[src/hw/rtl/i2cm_pkg.sv]
// ----------------------------------------------------------------------------
// i2cm_pkg: shared types and constants of the I2C master byte engine
// Transfer payloads, the classified command that crosses the queue, the
// register indexes and the command codes.
// ----------------------------------------------------------------------------
`timescale 1ns / 1ps
`default_nettype none

package i2cm_pkg;

  // Command codes
  localparam logic [1:0] OP_START = 2'd0;
  localparam logic [1:0] OP_STOP  = 2'd1;
  localparam logic [1:0] OP_WRITE = 2'd2;
  localparam logic [1:0] OP_READ  = 2'd3;

  // Configuration register indexes
  localparam logic [1:0] CFG_CYCLES_PER_US = 2'd0;
  localparam logic [1:0] CFG_SHORT_DELAY   = 2'd1;
  localparam logic [1:0] CFG_LONG_DELAY    = 2'd2;

  localparam int unsigned CfgIdxW  = 2;
  localparam int unsigned CfgDataW = 10;

  // Register reset values
  localparam logic [9:0] CYCLES_PER_US_RST = 10'd50;
  localparam logic [7:0] SHORT_DELAY_RST   = 8'd2;
  localparam logic [7:0] LONG_DELAY_RST    = 8'd5;

  // One input transfer: one bus clock cycle worth of stimulus
  typedef struct packed {
    logic       cmd_valid;
    logic [1:0] op;
    logic [7:0] wr_data;
    logic       send_ack;
    logic       sda_in;
  } in_item_t;

  // One result transfer: bus levels and status after that cycle
  typedef struct packed {
    logic       scl_release;
    logic       sda_release;
    logic       busy_res;
    logic       done_res;
    logic [7:0] rd_data;
    logic       ack_received;
  } out_item_t;

  // Item after the front end has decoded it
  typedef struct packed {
    logic       launch;     // command offered
    logic [1:0] op;
    logic [7:0] wr_data;
    logic       send_ack;
    logic       sda_in;
    logic       first_sda;  // SDA level driven when the command launches
  } cmd_t;

  // Timing registers
  typedef struct packed {
    logic [9:0] cycles_per_us;
    logic [7:0] short_delay_us;
    logic [7:0] long_delay_us;
  } cfg_t;

endpackage

`default_nettype wire

[src/hw/rtl/i2cm_chan_if.sv]
// ----------------------------------------------------------------------------
// i2cm_chan_if: valid/ready channel
// Carries one payload of type T per transfer; a transfer completes at a
// rising edge with valid and ready both high.
// ----------------------------------------------------------------------------
`timescale 1ns / 1ps
`default_nettype none

interface i2cm_chan_if #(
  parameter type T = logic
);
  logic valid;
  logic ready;
  T     data;

  modport source (output valid, output data, input ready);
  modport sink   (input valid, input data, output ready);
endinterface

`default_nettype wire

[src/hw/rtl/i2cm_front.sv]
// ----------------------------------------------------------------------------
// i2cm_front: input decode and decoupling queue
// Accepts input transfers, decodes the command and buffers the result in a
// small FIFO that feeds the bus engine.
// ----------------------------------------------------------------------------
`timescale 1ns / 1ps
`default_nettype none

module i2cm_front
  import i2cm_pkg::*;
#(
  parameter int unsigned DEPTH = 2
) (
  input  wire              clk,
  input  wire              rst_n,
  i2cm_chan_if.sink        in_ch,
  i2cm_chan_if.source      q_ch
);

  localparam int unsigned PtrW = (DEPTH > 1) ? $clog2(DEPTH) : 1;
  localparam int unsigned CntW = $clog2(DEPTH + 1);
  localparam logic [PtrW-1:0] PtrLast = PtrW'(DEPTH - 1);
  localparam logic [CntW-1:0] CntFull = CntW'(DEPTH);

  cmd_t            q_r [DEPTH];
  logic [PtrW-1:0] wr_ptr_r, wr_ptr_nxt;
  logic [PtrW-1:0] rd_ptr_r, rd_ptr_nxt;
  logic [CntW-1:0] cnt_r, cnt_nxt;
  logic            push, pop;
  cmd_t            dec;

  // Decode: first SDA level of each command
  always_comb begin
    dec.launch   = in_ch.data.cmd_valid;
    dec.op       = in_ch.data.op;
    dec.wr_data  = in_ch.data.wr_data;
    dec.send_ack = in_ch.data.send_ack;
    dec.sda_in   = in_ch.data.sda_in;
    case (in_ch.data.op)
      OP_STOP:  dec.first_sda = 1'b0;
      OP_WRITE: dec.first_sda = in_ch.data.wr_data[7];
      default:  dec.first_sda = 1'b1;
    endcase
  end

  assign in_ch.ready = (cnt_r != CntFull);
  assign push        = in_ch.valid && in_ch.ready;
  assign q_ch.valid  = (cnt_r != '0);
  assign q_ch.data   = q_r[rd_ptr_r];
  assign pop         = q_ch.valid && q_ch.ready;

  // Pointer and fill count update
  always_comb begin
    wr_ptr_nxt = wr_ptr_r;
    rd_ptr_nxt = rd_ptr_r;
    if (push) begin
      wr_ptr_nxt = (wr_ptr_r == PtrLast) ? '0 : wr_ptr_r + 1'b1;
    end
    if (pop) begin
      rd_ptr_nxt = (rd_ptr_r == PtrLast) ? '0 : rd_ptr_r + 1'b1;
    end
    cnt_nxt = cnt_r + CntW'(push) - CntW'(pop);
  end

  always_ff @(posedge clk) begin
    if (!rst_n) begin
      wr_ptr_r <= '0;
      rd_ptr_r <= '0;
      cnt_r    <= '0;
    end else begin
      wr_ptr_r <= wr_ptr_nxt;
      rd_ptr_r <= rd_ptr_nxt;
      cnt_r    <= cnt_nxt;
    end
  end

  // Storage, no reset
  always_ff @(posedge clk) begin
    if (push) begin
      q_r[wr_ptr_r] <= dec;
    end
  end

  a_cnt_range: assert property (@(posedge clk) disable iff (!rst_n)
    cnt_r <= CntFull)
    else $error("queue fill count out of range");

  a_no_overflow: assert property (@(posedge clk) disable iff (!rst_n)
    (cnt_r == CntFull) && !pop |=> cnt_r == CntFull)
    else $error("queue full count dropped without a pop");

  a_ptr_gap: assert property (@(posedge clk) disable iff (!rst_n)
    (cnt_r == '0) |-> (wr_ptr_r == rd_ptr_r))
    else $error("empty queue with pointers apart");

endmodule

`default_nettype wire

[src/hw/rtl/i2cm_engine.sv]
// ----------------------------------------------------------------------------
// i2cm_engine: bus sequencer and result register
// Steps the I2C phase machine once per queued item, counting microsecond
// waits with a prescaler, and holds each result until it is taken.
// ----------------------------------------------------------------------------
`timescale 1ns / 1ps
`default_nettype none

module i2cm_engine
  import i2cm_pkg::*;
(
  input  wire              clk,
  input  wire              rst_n,
  input  wire cfg_t        cfg,
  i2cm_chan_if.sink        q_ch,
  i2cm_chan_if.source      out_ch
);

  // Phase codes
  localparam logic [3:0] PH_IDLE      = 4'd0;
  localparam logic [3:0] PH_ST_A      = 4'd1;
  localparam logic [3:0] PH_ST_B      = 4'd2;
  localparam logic [3:0] PH_SP_A      = 4'd3;
  localparam logic [3:0] PH_SP_B      = 4'd4;
  localparam logic [3:0] PH_SP_C      = 4'd5;
  localparam logic [3:0] PH_WR_SETUP  = 4'd6;
  localparam logic [3:0] PH_WR_HIGH   = 4'd7;
  localparam logic [3:0] PH_WR_LOW    = 4'd8;
  localparam logic [3:0] PH_WR_ASETUP = 4'd9;
  localparam logic [3:0] PH_WR_AHIGH  = 4'd10;
  localparam logic [3:0] PH_RD_HIGH   = 4'd11;
  localparam logic [3:0] PH_RD_LOW    = 4'd12;
  localparam logic [3:0] PH_RD_KSETUP = 4'd13;
  localparam logic [3:0] PH_RD_KHIGH  = 4'd14;

  logic [3:0] phase_r, phase_nxt;
  logic [3:0] bit_r, bit_nxt;
  logic [7:0] shift_r, shift_nxt;
  logic [9:0] pres_r, pres_nxt;
  logic [7:0] dly_r, dly_nxt;
  logic       scl_r, scl_nxt;
  logic       sda_r, sda_nxt;
  logic       ack_r, ack_nxt;
  logic       pack_r, pack_nxt;
  logic [7:0] last_r, last_nxt;
  logic       out_valid_r, out_valid_nxt;
  out_item_t  out_r;
  out_item_t  res;

  logic       step;
  logic       fin;
  logic [9:0] cpu_eff;
  logic [9:0] pres_inc;
  logic       us_tick;
  logic [9:0] pres_cnt;
  logic [7:0] dly_cnt;
  logic [3:0] bit_inc;
  logic [7:0] short_ld;
  logic [7:0] long_ld;
  cmd_t       it;

  assign it       = q_ch.data;
  assign step     = q_ch.valid && q_ch.ready;
  assign q_ch.ready = !out_valid_r || out_ch.ready;

  // Zero registers act as one
  assign cpu_eff  = (cfg.cycles_per_us == '0) ? 10'd1 : cfg.cycles_per_us;
  assign short_ld = (cfg.short_delay_us == '0) ? 8'd1 : cfg.short_delay_us;
  assign long_ld  = (cfg.long_delay_us == '0) ? 8'd1 : cfg.long_delay_us;

  // Microsecond prescaler and wait countdown
  assign pres_inc = pres_r + 10'd1;
  assign us_tick  = (pres_inc >= cpu_eff);
  assign pres_cnt = us_tick ? '0 : pres_inc;
  assign dly_cnt  = (us_tick && dly_r != '0) ? dly_r - 8'd1 : dly_r;
  assign bit_inc  = bit_r + 4'd1;

  // Phase machine, one step per item
  always_comb begin
    phase_nxt = phase_r;
    bit_nxt   = bit_r;
    shift_nxt = shift_r;
    pres_nxt  = pres_r;
    dly_nxt   = dly_r;
    scl_nxt   = scl_r;
    sda_nxt   = sda_r;
    ack_nxt   = ack_r;
    pack_nxt  = pack_r;
    last_nxt  = last_r;
    fin       = 1'b0;

    if (phase_r == PH_IDLE) begin
      // launch a command
      if (it.launch) begin
        pack_nxt = it.send_ack;
        bit_nxt  = '0;
        pres_nxt = '0;
        sda_nxt  = it.first_sda;
        case (it.op)
          OP_START: begin
            scl_nxt   = 1'b1;
            dly_nxt   = long_ld;
            phase_nxt = PH_ST_A;
          end
          OP_STOP: begin
            dly_nxt   = long_ld;
            phase_nxt = PH_SP_A;
          end
          OP_WRITE: begin
            shift_nxt = it.wr_data;
            dly_nxt   = short_ld;
            phase_nxt = PH_WR_SETUP;
          end
          default: begin
            shift_nxt = '0;
            scl_nxt   = 1'b1;
            dly_nxt   = long_ld;
            phase_nxt = PH_RD_HIGH;
          end
        endcase
      end
    end else begin
      pres_nxt = pres_cnt;
      dly_nxt  = dly_cnt;
      if (dly_cnt == '0) begin
        // wait over: move the bus lines; new waits restart the prescaler
        pres_nxt = '0;
        case (phase_r)
          PH_ST_A: begin
            sda_nxt = 1'b0; dly_nxt = long_ld; phase_nxt = PH_ST_B;
          end
          PH_ST_B: begin
            scl_nxt = 1'b0; fin = 1'b1;
          end
          PH_SP_A: begin
            scl_nxt = 1'b1; dly_nxt = long_ld; phase_nxt = PH_SP_B;
          end
          PH_SP_B: begin
            sda_nxt = 1'b1; dly_nxt = long_ld; phase_nxt = PH_SP_C;
          end
          PH_WR_SETUP: begin
            scl_nxt = 1'b1; dly_nxt = long_ld; phase_nxt = PH_WR_HIGH;
          end
          PH_WR_HIGH: begin
            scl_nxt = 1'b0; dly_nxt = short_ld; phase_nxt = PH_WR_LOW;
          end
          PH_WR_LOW: begin
            shift_nxt = {shift_r[6:0], 1'b0};
            bit_nxt   = bit_inc;
            dly_nxt   = short_ld;
            if (bit_inc[3]) begin
              sda_nxt   = 1'b1;
              phase_nxt = PH_WR_ASETUP;
            end else begin
              sda_nxt   = shift_r[6];
              phase_nxt = PH_WR_SETUP;
            end
          end
          PH_WR_ASETUP: begin
            scl_nxt = 1'b1; dly_nxt = long_ld; phase_nxt = PH_WR_AHIGH;
          end
          PH_WR_AHIGH: begin
            ack_nxt = !it.sda_in; scl_nxt = 1'b0; fin = 1'b1;
          end
          PH_RD_HIGH: begin
            shift_nxt = {shift_r[6:0], it.sda_in};
            scl_nxt   = 1'b0;
            dly_nxt   = long_ld;
            phase_nxt = PH_RD_LOW;
          end
          PH_RD_LOW: begin
            bit_nxt = bit_inc;
            if (bit_inc[3]) begin
              sda_nxt   = !pack_r;
              dly_nxt   = short_ld;
              phase_nxt = PH_RD_KSETUP;
            end else begin
              scl_nxt   = 1'b1;
              dly_nxt   = long_ld;
              phase_nxt = PH_RD_HIGH;
            end
          end
          PH_RD_KSETUP: begin
            scl_nxt = 1'b1; dly_nxt = long_ld; phase_nxt = PH_RD_KHIGH;
          end
          PH_RD_KHIGH: begin
            scl_nxt = 1'b0; sda_nxt = 1'b1; last_nxt = shift_r; fin = 1'b1;
          end
          default: begin
            fin = 1'b1;
          end
        endcase
        if (fin) begin
          phase_nxt = PH_IDLE;
          dly_nxt   = '0;
        end
      end
    end
  end

  // Result of this step
  always_comb begin
    res.scl_release  = scl_nxt;
    res.sda_release  = sda_nxt;
    res.busy_res     = (phase_nxt != PH_IDLE);
    res.done_res     = fin;
    res.rd_data      = last_nxt;
    res.ack_received = ack_nxt;
  end

  assign out_valid_nxt = step ? 1'b1 : (out_ch.ready ? 1'b0 : out_valid_r);
  assign out_ch.valid  = out_valid_r;
  assign out_ch.data   = out_r;

  // Control and bus state
  always_ff @(posedge clk) begin
    if (!rst_n) begin
      phase_r     <= PH_IDLE;
      bit_r       <= '0;
      shift_r     <= '0;
      pres_r      <= '0;
      dly_r       <= '0;
      scl_r       <= 1'b1;
      sda_r       <= 1'b1;
      ack_r       <= 1'b0;
      pack_r      <= 1'b0;
      last_r      <= '0;
      out_valid_r <= 1'b0;
    end else begin
      out_valid_r <= out_valid_nxt;
      if (step) begin
        phase_r <= phase_nxt;
        bit_r   <= bit_nxt;
        shift_r <= shift_nxt;
        pres_r  <= pres_nxt;
        dly_r   <= dly_nxt;
        scl_r   <= scl_nxt;
        sda_r   <= sda_nxt;
        ack_r   <= ack_nxt;
        pack_r  <= pack_nxt;
        last_r  <= last_nxt;
      end
    end
  end

  // Result register, no reset
  always_ff @(posedge clk) begin
    if (step) begin
      out_r <= res;
    end
  end

  a_wait_loaded: assert property (@(posedge clk) disable iff (!rst_n)
    (phase_r != PH_IDLE) |-> (dly_r != '0))
    else $error("busy phase with no wait loaded");

  a_idle_clear: assert property (@(posedge clk) disable iff (!rst_n)
    (phase_r == PH_IDLE) |-> (dly_r == '0 && pres_r == '0))
    else $error("idle with timing counters running");

  a_bit_range: assert property (@(posedge clk) disable iff (!rst_n)
    bit_r <= 4'd8)
    else $error("bit index past eight");

  a_done_idle: assert property (@(posedge clk) disable iff (!rst_n)
    step && fin |=> (phase_r == PH_IDLE) && !out_r.busy_res)
    else $error("finished command left engine busy");

endmodule

`default_nettype wire

[src/hw/rtl/i2c_master_byte_engine.sv]
// ----------------------------------------------------------------------------
// i2c_master_byte_engine: open-drain I2C master, one bus cycle per item
// Each input transfer advances the bus by one clock cycle and yields exactly
// one result transfer with the line levels and command status.
//
//   channel | dir | payload    | notes
//   in_ch   | in  | in_item_t  | command, write byte, ack choice, SDA level
//   out_ch  | out | out_item_t | SCL/SDA release, busy, done, read byte, ack
//   cfg_*   | in  | 10b data   | write only: cycles/us, short and long wait
//
// One item per clock sustained while out_ch takes results; the engine steps
// its phase machine in the cycle an item leaves the queue and the result
// register frees as it drains. Input and output stall independently through
// a QUEUE_DEPTH entry queue. Synchronous active-low reset releases both lines
// and empties the queue. Items pass the queue, then the result register.
// ----------------------------------------------------------------------------
`timescale 1ns / 1ps
`default_nettype none

module i2c_master_byte_engine
  import i2cm_pkg::*;
#(
  parameter int unsigned QUEUE_DEPTH = 2
) (
  input  wire                 clk,
  input  wire                 rst_n,
  i2cm_chan_if.sink           in_ch,
  i2cm_chan_if.source         out_ch,
  input  wire                 cfg_we,
  input  wire [CfgIdxW-1:0]   cfg_idx,
  input  wire [CfgDataW-1:0]  cfg_wdata
);

  cfg_t cfg_r;

  i2cm_chan_if #(.T(cmd_t)) q_ch ();

  // Timing registers
  always_ff @(posedge clk) begin
    if (!rst_n) begin
      cfg_r.cycles_per_us  <= CYCLES_PER_US_RST;
      cfg_r.short_delay_us <= SHORT_DELAY_RST;
      cfg_r.long_delay_us  <= LONG_DELAY_RST;
    end else if (cfg_we) begin
      case (cfg_idx)
        CFG_CYCLES_PER_US: cfg_r.cycles_per_us  <= cfg_wdata;
        CFG_SHORT_DELAY:   cfg_r.short_delay_us <= cfg_wdata[7:0];
        CFG_LONG_DELAY:    cfg_r.long_delay_us  <= cfg_wdata[7:0];
        default: ;
      endcase
    end
  end

  i2cm_front #(
    .DEPTH (QUEUE_DEPTH)
  ) u_front (
    .clk   (clk),
    .rst_n (rst_n),
    .in_ch (in_ch),
    .q_ch  (q_ch.source)
  );

  i2cm_engine u_engine (
    .clk    (clk),
    .rst_n  (rst_n),
    .cfg    (cfg_r),
    .q_ch   (q_ch.sink),
    .out_ch (out_ch)
  );

endmodule

`default_nettype wire

[src/flat_wrapper.sv]
// flat-port wrapper written by rule: the top's interface ports become plain ports
module i2c_master_byte_engine_flat import i2cm_pkg::*;
#(
  parameter int unsigned QUEUE_DEPTH = 2
)
  (clk, rst_n, cfg_we, cfg_idx, cfg_wdata, in_ch_valid, in_ch_data, in_ch_ready, out_ch_valid, out_ch_data, out_ch_ready);
  i2cm_chan_if #(.T(in_item_t)) in_ch_i ();
  i2cm_chan_if #(.T(out_item_t)) out_ch_i ();
  input  wire clk;
  input  wire rst_n;
  input  wire cfg_we;
  input  wire [CfgIdxW-1:0] cfg_idx;
  input  wire [CfgDataW-1:0] cfg_wdata;
  input wire logic [$bits(in_ch_i.valid)-1:0] in_ch_valid;
  input wire logic [$bits(in_ch_i.data)-1:0] in_ch_data;
  output wire logic [$bits(in_ch_i.ready)-1:0] in_ch_ready;
  output wire logic [$bits(out_ch_i.valid)-1:0] out_ch_valid;
  output wire logic [$bits(out_ch_i.data)-1:0] out_ch_data;
  input wire logic [$bits(out_ch_i.ready)-1:0] out_ch_ready;
  assign in_ch_i.valid = in_ch_valid;
  assign in_ch_i.data = in_ch_data;
  assign in_ch_ready = in_ch_i.ready;
  assign out_ch_valid = out_ch_i.valid;
  assign out_ch_data = out_ch_i.data;
  assign out_ch_i.ready = out_ch_ready;
  i2c_master_byte_engine #(.QUEUE_DEPTH(QUEUE_DEPTH)) u_core (.clk(clk), .rst_n(rst_n), .in_ch(in_ch_i), .out_ch(out_ch_i), .cfg_we(cfg_we), .cfg_idx(cfg_idx), .cfg_wdata(cfg_wdata));
endmodule
[config.mk]
export PLATFORM = sky130hd
export DESIGN_NAME = i2c_master_byte_engine_flat
export DESIGN_NICKNAME = d
export VERILOG_FILES = /design/src/hw/rtl/i2cm_pkg.sv /design/src/hw/rtl/i2cm_chan_if.sv /design/src/hw/rtl/i2cm_front.sv /design/src/hw/rtl/i2cm_engine.sv /design/src/hw/rtl/i2c_master_byte_engine.sv /design/src/flat_wrapper.sv
export SDC_FILE = /design/constraint.sdc
export NUM_CORES = 1
export LEC_CHECK = 0
export ABC_AREA = 1
export BUFFER_PORTS_ARGS = -buffer_cell sky130_fd_sc_hd__buf_2
export CELL_PAD_IN_SITES_DETAIL_PLACEMENT = 0
export CELL_PAD_IN_SITES_GLOBAL_PLACEMENT = 1
export CORE_MARGIN = 1.5
export CORE_UTILIZATION = 45
export CTS_CLUSTER_SIZE = 14
export DETAILED_ROUTE_END_ITERATION = 10
export GPL_ROUTABILITY_DRIVEN = 0
export PLACE_DENSITY = 0.91
export SYNTH_ARGS = -nofsm -noshare
export SYNTH_HDL_FRONTEND = slang
export SYNTH_SLANG_ARGS = --single-unit
export TNS_END_PERCENT = 30
[constraint.sdc]
create_clock -name clk -period 3.8 [get_ports clk]
set_clock_uncertainty 0.15 [all_clocks]
set_input_delay 0.19 -clock clk [delete_from_list [all_inputs] [get_ports clk]]
set_output_delay 0.19 -clock clk [all_outputs]
set_load 0.03 [all_outputs]
Yosys cells after proc, flatten, opt, wreduce, memory -nomap -nowiden
Memory sizes are Yosys's and may differ from the RTL's. A register that Yosys moved wholly into a read port is not among the register bits. Cells that the tools add are included. Widths: inputs -> output; s select.

Input port bits: 30. RAM bits: 28. Flip-flop bits (word level): 90. Memory bits (read-only): 0. Memories: 1. Output and inout bits: 15. Bits in latches: 0.

Memories: u_core.u_front.q_r (words 2, bits a word 14, rd ports 1, clocked after Yosys merged registers in 1, write ports 1, line i2cm_front.sv:25) `cmd_t q_r [DEPTH];`.

Bitwise operators: 1. Order comparisons: 1. Equal/unequal tests: 22. $mul: 0. Muxes and demuxes: 62. Add/subtract/negate cells: 7. Divide/modulo/power cells: 0. Shift-type cells: 0. Reduce and logical (&&, ||, !) cells: 38.

Operators with widths (count): $mux 8 (15); $mux 10 (5); $pmux 4 s10 (1); $mux 4 (9); $pmux 8 s2 (2); $eq 4x4->1 const B (7); $logic_not 8->1 (3); $mux 1 (24); $pmux 8 s3 (1); $eq 4x3->1 const B (3); $pmux 4 s3 (1); $reduce_or 2->1 (6); $add 10x1->10 const B (1); $ge 10x10->1 (1); $logic_not 10->1 (1); $reduce_or 10->1 (1); $eq 4x2->1 const B (2); $reduce_and 2->1 (4); $reduce_bool 2->1 (4); $reduce_bool 8->1 (1); $sub 8x1->8 const B (1); $reduce_or 7->1 (1); $eq 2x1->1 const B (3); $eq 2x2->1 const B (3); other kinds (24) (31).

Logic depth before layout (Yosys ltp)
Depth after elaboration: 12. Depth in mapped cells: 26. Gate-level depth less buffers: 25.

Hierarchy
From an unflattened synthesis, not the netlist that was laid out.

Cell total of the unflattened synthesis: 883. Area, all modules: 6658.9 sq um.

By module, submodules not included: i2cm_engine (area an instance 4296.6 sq um, instances 1, cells an instance 643, seq. area each 1331.3 sq um); i2cm_front (area an instance 1258.7 sq um, instances 1, cells an instance 82, seq. area each 940.9 sq um); i2c_master_byte_engine (area an instance 1103.6 sq um, instances 1, cells an instance 158, seq. area each 520.5 sq um).

Worst setup path after synthesis
OpenSTA, ideal clock, no wires.

Kind: flip-flop to flip-flop. Start: reg u_core.u_engine.pres_r[0]. End: reg u_core.u_engine.out_r, in the netlist u_core.u_engine.out_ch.data[10] (data pin). Slack: 0.546 ns. Arrival time: 2.850 ns. Cell stages (with the launch flop): 25. Cell sequence: dfxtp_1 > ha_1 > nand3_1 > nand3b_1 > nand3b_1 > xnor2_1 > ha_1 > nand2_1 > nor2_1 > nand3_1 > nand3_2 > buf_6 > nand3_1 > nand2_1 > inv_1 > nand2_1 > nor2_1 > nand2_1 > buf_6 > inv_6 > buf_8 > nand2_2 > nand3_2 > nor2_1 > nand2_1.

RTL lines: start: declaration (line i2cm_engine.sv:39) `logic [9:0] pres_r, pres_nxt;`; start signal: assignment (line i2cm_engine.sv:235) `pres_r <= pres_nxt;`; end signal: assignment (line i2cm_engine.sv:249) `out_r <= res;`; end: declaration (line i2cm_engine.sv:47) `out_item_t out_r;`.

Worst setup path in the final report
Start: reg u_core.u_engine.pres_r[1]. End: reg u_core.u_engine.out_r, in the netlist u_core.u_engine.out_ch.data[1] (data pin).

Word-level cells in the longest chain between the ends: 7.

RTL lines: $add 10x1->10 (line i2cm_engine.sv:72) `assign pres_inc = pres_r + 10'd1;`; $ge 10x10->1 (line i2cm_engine.sv:73) `assign us_tick = (pres_inc >= cpu_eff);`; $logic_and 1x1->1 (line i2cm_engine.sv:75) `assign dly_cnt = (us_tick && dly_r != '0) ? dly_r - 8'd1 : dly_r;`; $mux 8 (line i2cm_engine.sv:75); $logic_not 8->1 (line i2cm_engine.sv:125) `if (dly_cnt == '0) begin`; $mux 8 (line i2cm_engine.sv:125); $mux 8 (line i2cm_engine.sv:92) `if (phase_r == PH_IDLE) begin`; via u_core.u_engine.last_nxt[0] (line i2cm_engine.sv:45) `logic [7:0] last_r, last_nxt;`.

The timed path passes the listed nets, and every way through them passes these cells. A chain may end at the register's enable or synchronous reset.

==> metrics.yaml <==
ys_ff_latch: 119
fin_ws_ns: 0.270
clockPowerShare: 0.293
synth-adder-area-share: 0.0411
port_buffers: 44
antennaDiodeCount: 0
syn_avg_cell_area_sq_um: 7.77
worstMarginPinSlew_ns: 1.19
core_area_sq_um: 13200
p_sw_frac: 0.392
fillers: 1229
cts-root-buf: "clkbuf_16"
place_ws_ns: 0.175
power.total_uw: 5920
grt-ovfl-total: 0
drv_cap: 0
r2r_slack_ns: 0.27
crit_top_cell: "nand2_1"
fp.dieH_um: 119
path_class: "flop to flop"
crit_path_top_delay_cell: "dfxtp_1"
clk_pin_slew_ns: 0.06
whs_ns: 0.0277
setup_viol: 0
postRouteAntennaNets: 0
synth_compound_area_frac: 0.145
ys_types: 46
relSlewSlack: 0.204
syn_nets: 833
pin_count: 45
die_w_um: 119
critPathTopFamily: "simple AND/OR/NAND/NOR gates"
grtUsageTotal: 0.215
cts_sinks: 119
pwr_density_cell_nw_per_um2: 789
drv_slew: 0
num_vias: 5295
seqPwrFrac: 0.322
htreeDepth: 4
cts_buffer_depth: 2
grt_pass1_vias: 4985
syn_inst: 783
crit_chain: "ha_2, nand3_1, nand3b_1, nand3b_1, xnor2_1, ha_1, nand2_1, a21oi_1, nor2_2, buf_4, nand3_4, nand3_1, nand2_1, nand2_1, nor2_1, nand2_2, buf_4, inv_6, nand2_2, nand2_1, nand2_1"
p_int_uw: 3600
max-vdd-ir-drop_mv: 0.393
clk_latency_ns: 0.42
fin_crit_ns: 3.53
rows: 42
cp_max_fo: 8
place_area_sq_um: 6500
p_leak_uw: 0.00332
drt_iter0_drc: 343
area_growth_pct: 23.3
grt_setup_unrepaired: "yes"
die-area_sq_um: 14200
min_period_over_period: 0.929
hold_viol: 0
vias_per_cell: 5.02
dpl.hpwl_um: 9660
critPathBufInv: 3
power_switching_uw: 2320
hold_path.class: "primary input to flop"
netlist_area_sq_um: 6090
cts_tree: "done"
design_area_sq_um: 7500
worstPathRequired_ns: 3.83
dr.pass1.iters: 5
cts_made_buffers: 17
multi_input_area_sq_um: 2790
synthXorXnorAreaFrac: 0.0158
synth_top_family_by_area: "simple AND/OR/NAND/NOR gates"
initial_core_util: 0.460
outcome: "finished clean"
drc_errors: 0
regArea_sq_um: 2790
fin_nets: 916
synth-seq-area-share: 0.459
drive_gt1_frac: 0.142
yosysWarnings: 0
synthSimpleGateAreaFrac: 0.228
grt_max_degree: 53
critical_path.max_stage_delay_ns: 0.35
synth.area.mux_share: 0.0183
power_frac_comb: 0.385
wl_um: 14600
avgRoutedWirePerCell_um: 13.8
antenna_found_initial: 0
grt_pass1_wl_um: 24100
arrival_ns: 3.56
fmax_mhz: 283
end_kind: "flop"
start_kind: "flop"
## placed cells by master, fill, tap and decap left out, drive strengths merged, types with 19 or more instances in the layout
cell / n
nand2: 163
clkbuf: 19
nor2: 98
o21ai: 63
nand3: 41
edfxtp: 41
dfxtp: 78
a21oi: 57
dlygate4sd3: 30
ha: 20
inv: 115
buf: 58
## worst paths after layout
| check | from | depth (start not counted) | endpoint |
|---|---|---|---|
| setup / recovery | u_core.u_engine.pres_r[1] | 21 | u_core.u_engine.out_ch.data[1] |
| hold / removal | cfg_idx[0] | 3 | u_core.cfg_r[20] |
| setup reg to reg | u_core.u_engine.pres_r[1] | 21 | u_core.u_engine.out_ch.data[1] |
| hold reg to reg | u_core.u_front.rd_ptr_r | 1 | flop |
## worst register-to-register path, delay by kind of cell (launching register included)
kind | cells | cell delay (ns)
DFF | 1 | 0.35
adders and majority gates | 2 | 0.47
buffers and inverters | 3 | 0.42
AOI/OAI and AO/OA | 1 | 0.15
and+or+nand+nor | 14 | 1.59
xor gates and xnor gates | 1 | 0.15
## sequential cells by signal, indices dropped and copies added, names as in the netlist, named ones only
name / cells
u_core.u_front.q_r: 28
u_core.cfg_r: 26
u_core.u_engine.out_ch.data: 13
u_core.u_engine.pres_r: 10
u_core.u_engine.dly_r: 8
u_core.u_engine.last_r: 8
u_core.u_engine.shift_r: 8
u_core.u_engine.bit_r: 4
u_core.u_engine.phase_r: 4
u_core.u_front.cnt_r: 2
u_core.u_engine.ack_r: 1
u_core.u_engine.out_ch.valid: 1
u_core.u_engine.pack_r: 1
u_core.u_engine.scl_r: 1
u_core.u_engine.sda_r: 1
u_core.u_front.rd_ptr_r: 1
u_core.u_front.wr_ptr_r: 1
## Yosys cell counts, drive strengths merged
library cell | n | area share
a41oi | 1 | 0.0014
ha | 20 | 0.041
or2 | 2 | 0.0021
o21ai | 63 | 0.052
nor4 | 1 | 0.0010
nor3b | 1 | 0.0021
inv | 115 | 0.072
a221oi | 3 | 0.0043
nand4 | 7 | 0.0072
edfxtp | 41 | 0.20
a211oi | 1 | 0.0012
o21a | 1 | 0.0012
nand2 | 163 | 0.10
o41ai | 1 | 0.0014
xor2 | 8 | 0.012
o221ai | 5 | 0.0072
nand3b | 3 | 0.0037
nor2 | 98 | 0.065
o31ai | 1 | 0.0012
a21o | 1 | 0.0012
nor3 | 9 | 0.0074
mux2 | 1 | 0.0019
nand3 | 40 | 0.037
o22ai | 9 | 0.0093
o211ai | 5 | 0.0062
clkinv | 1 | 0.00062
clkbuf | 16 | 0.010
a21oi | 57 | 0.047
dfxtp | 78 | 0.26
buf | 9 | 0.011
a31oi | 6 | 0.0062
xnor2 | 3 | 0.0043
mux2i | 10 | 0.016
o2111ai | 3 | 0.0043
## stage by stage
stage | std cells | utilization | setup TNS (ns)
final | 1055 | 0.567 | 0
after global routing | 1055 | 0.567 | -0.328
after CTS | 1053 | 0.562 | 0
after detailed placement | 991 | 0.491 | 0
after global placement | 991 | 0.491 | 0
after floorplan | 783 | - | 0
## per-layer routing
| metal | wire length (um) | global-route usage | vias up |
|---|---|---|---|
| li1 | - | - | 2761 |
| met1 | 7070 | 0.286 | 2377 |
| met2 | 6500 | 0.335 | 128 |
| met3 | 699 | 0.0565 | 29 |
| met4 | 299 | 0.0863 | 0 |
| met5 | 0 | 0 | - |
## cell type report
class / count / share of cell area
clock inverter: 13 / 0.0272
sequential: 119 / 0.372
tap: 176 / 0.0293
timing repair buffer: 88 / 0.0834
clock buffer: 19 / 0.0577
multi-input combinational: 524 / 0.372
inverter: 116 / 0.0587
## repair_timing
action                                 CTS  global route
endpoints found under the hold margin   55             0
buffers inserted                         0             1
setup endpoints to repair                0            54
resized for setup                        0            11
hold buffers                            30             0
## logic make-up (layout without fill, tap and decap cells)
kind of cell | count (synthesis) | after routing
AND/OR/NAND/NOR | 324 | 325
flip-flops | 119 | 119
XOR/XNOR | 11 | 11
adder cells (fa/ha/maj) | 20 | 20
AO/OA/AOI/OAI | 157 | 157
multiplexers | 11 | 11
buffers and inverters | 141 | 236
## power groups by stage
stage               Combinational (uW)  Clock, uW  Sequential (uW)
floorplan                         1570          0             2000
global placement                  2200          0             1930
detailed placement                2220          0             1930
CTS                               2260       1760             1900
global route                      2560       1810             1950
finish                            2280       1730             1910
No activity file was read; power rests on OpenSTA's default activity.
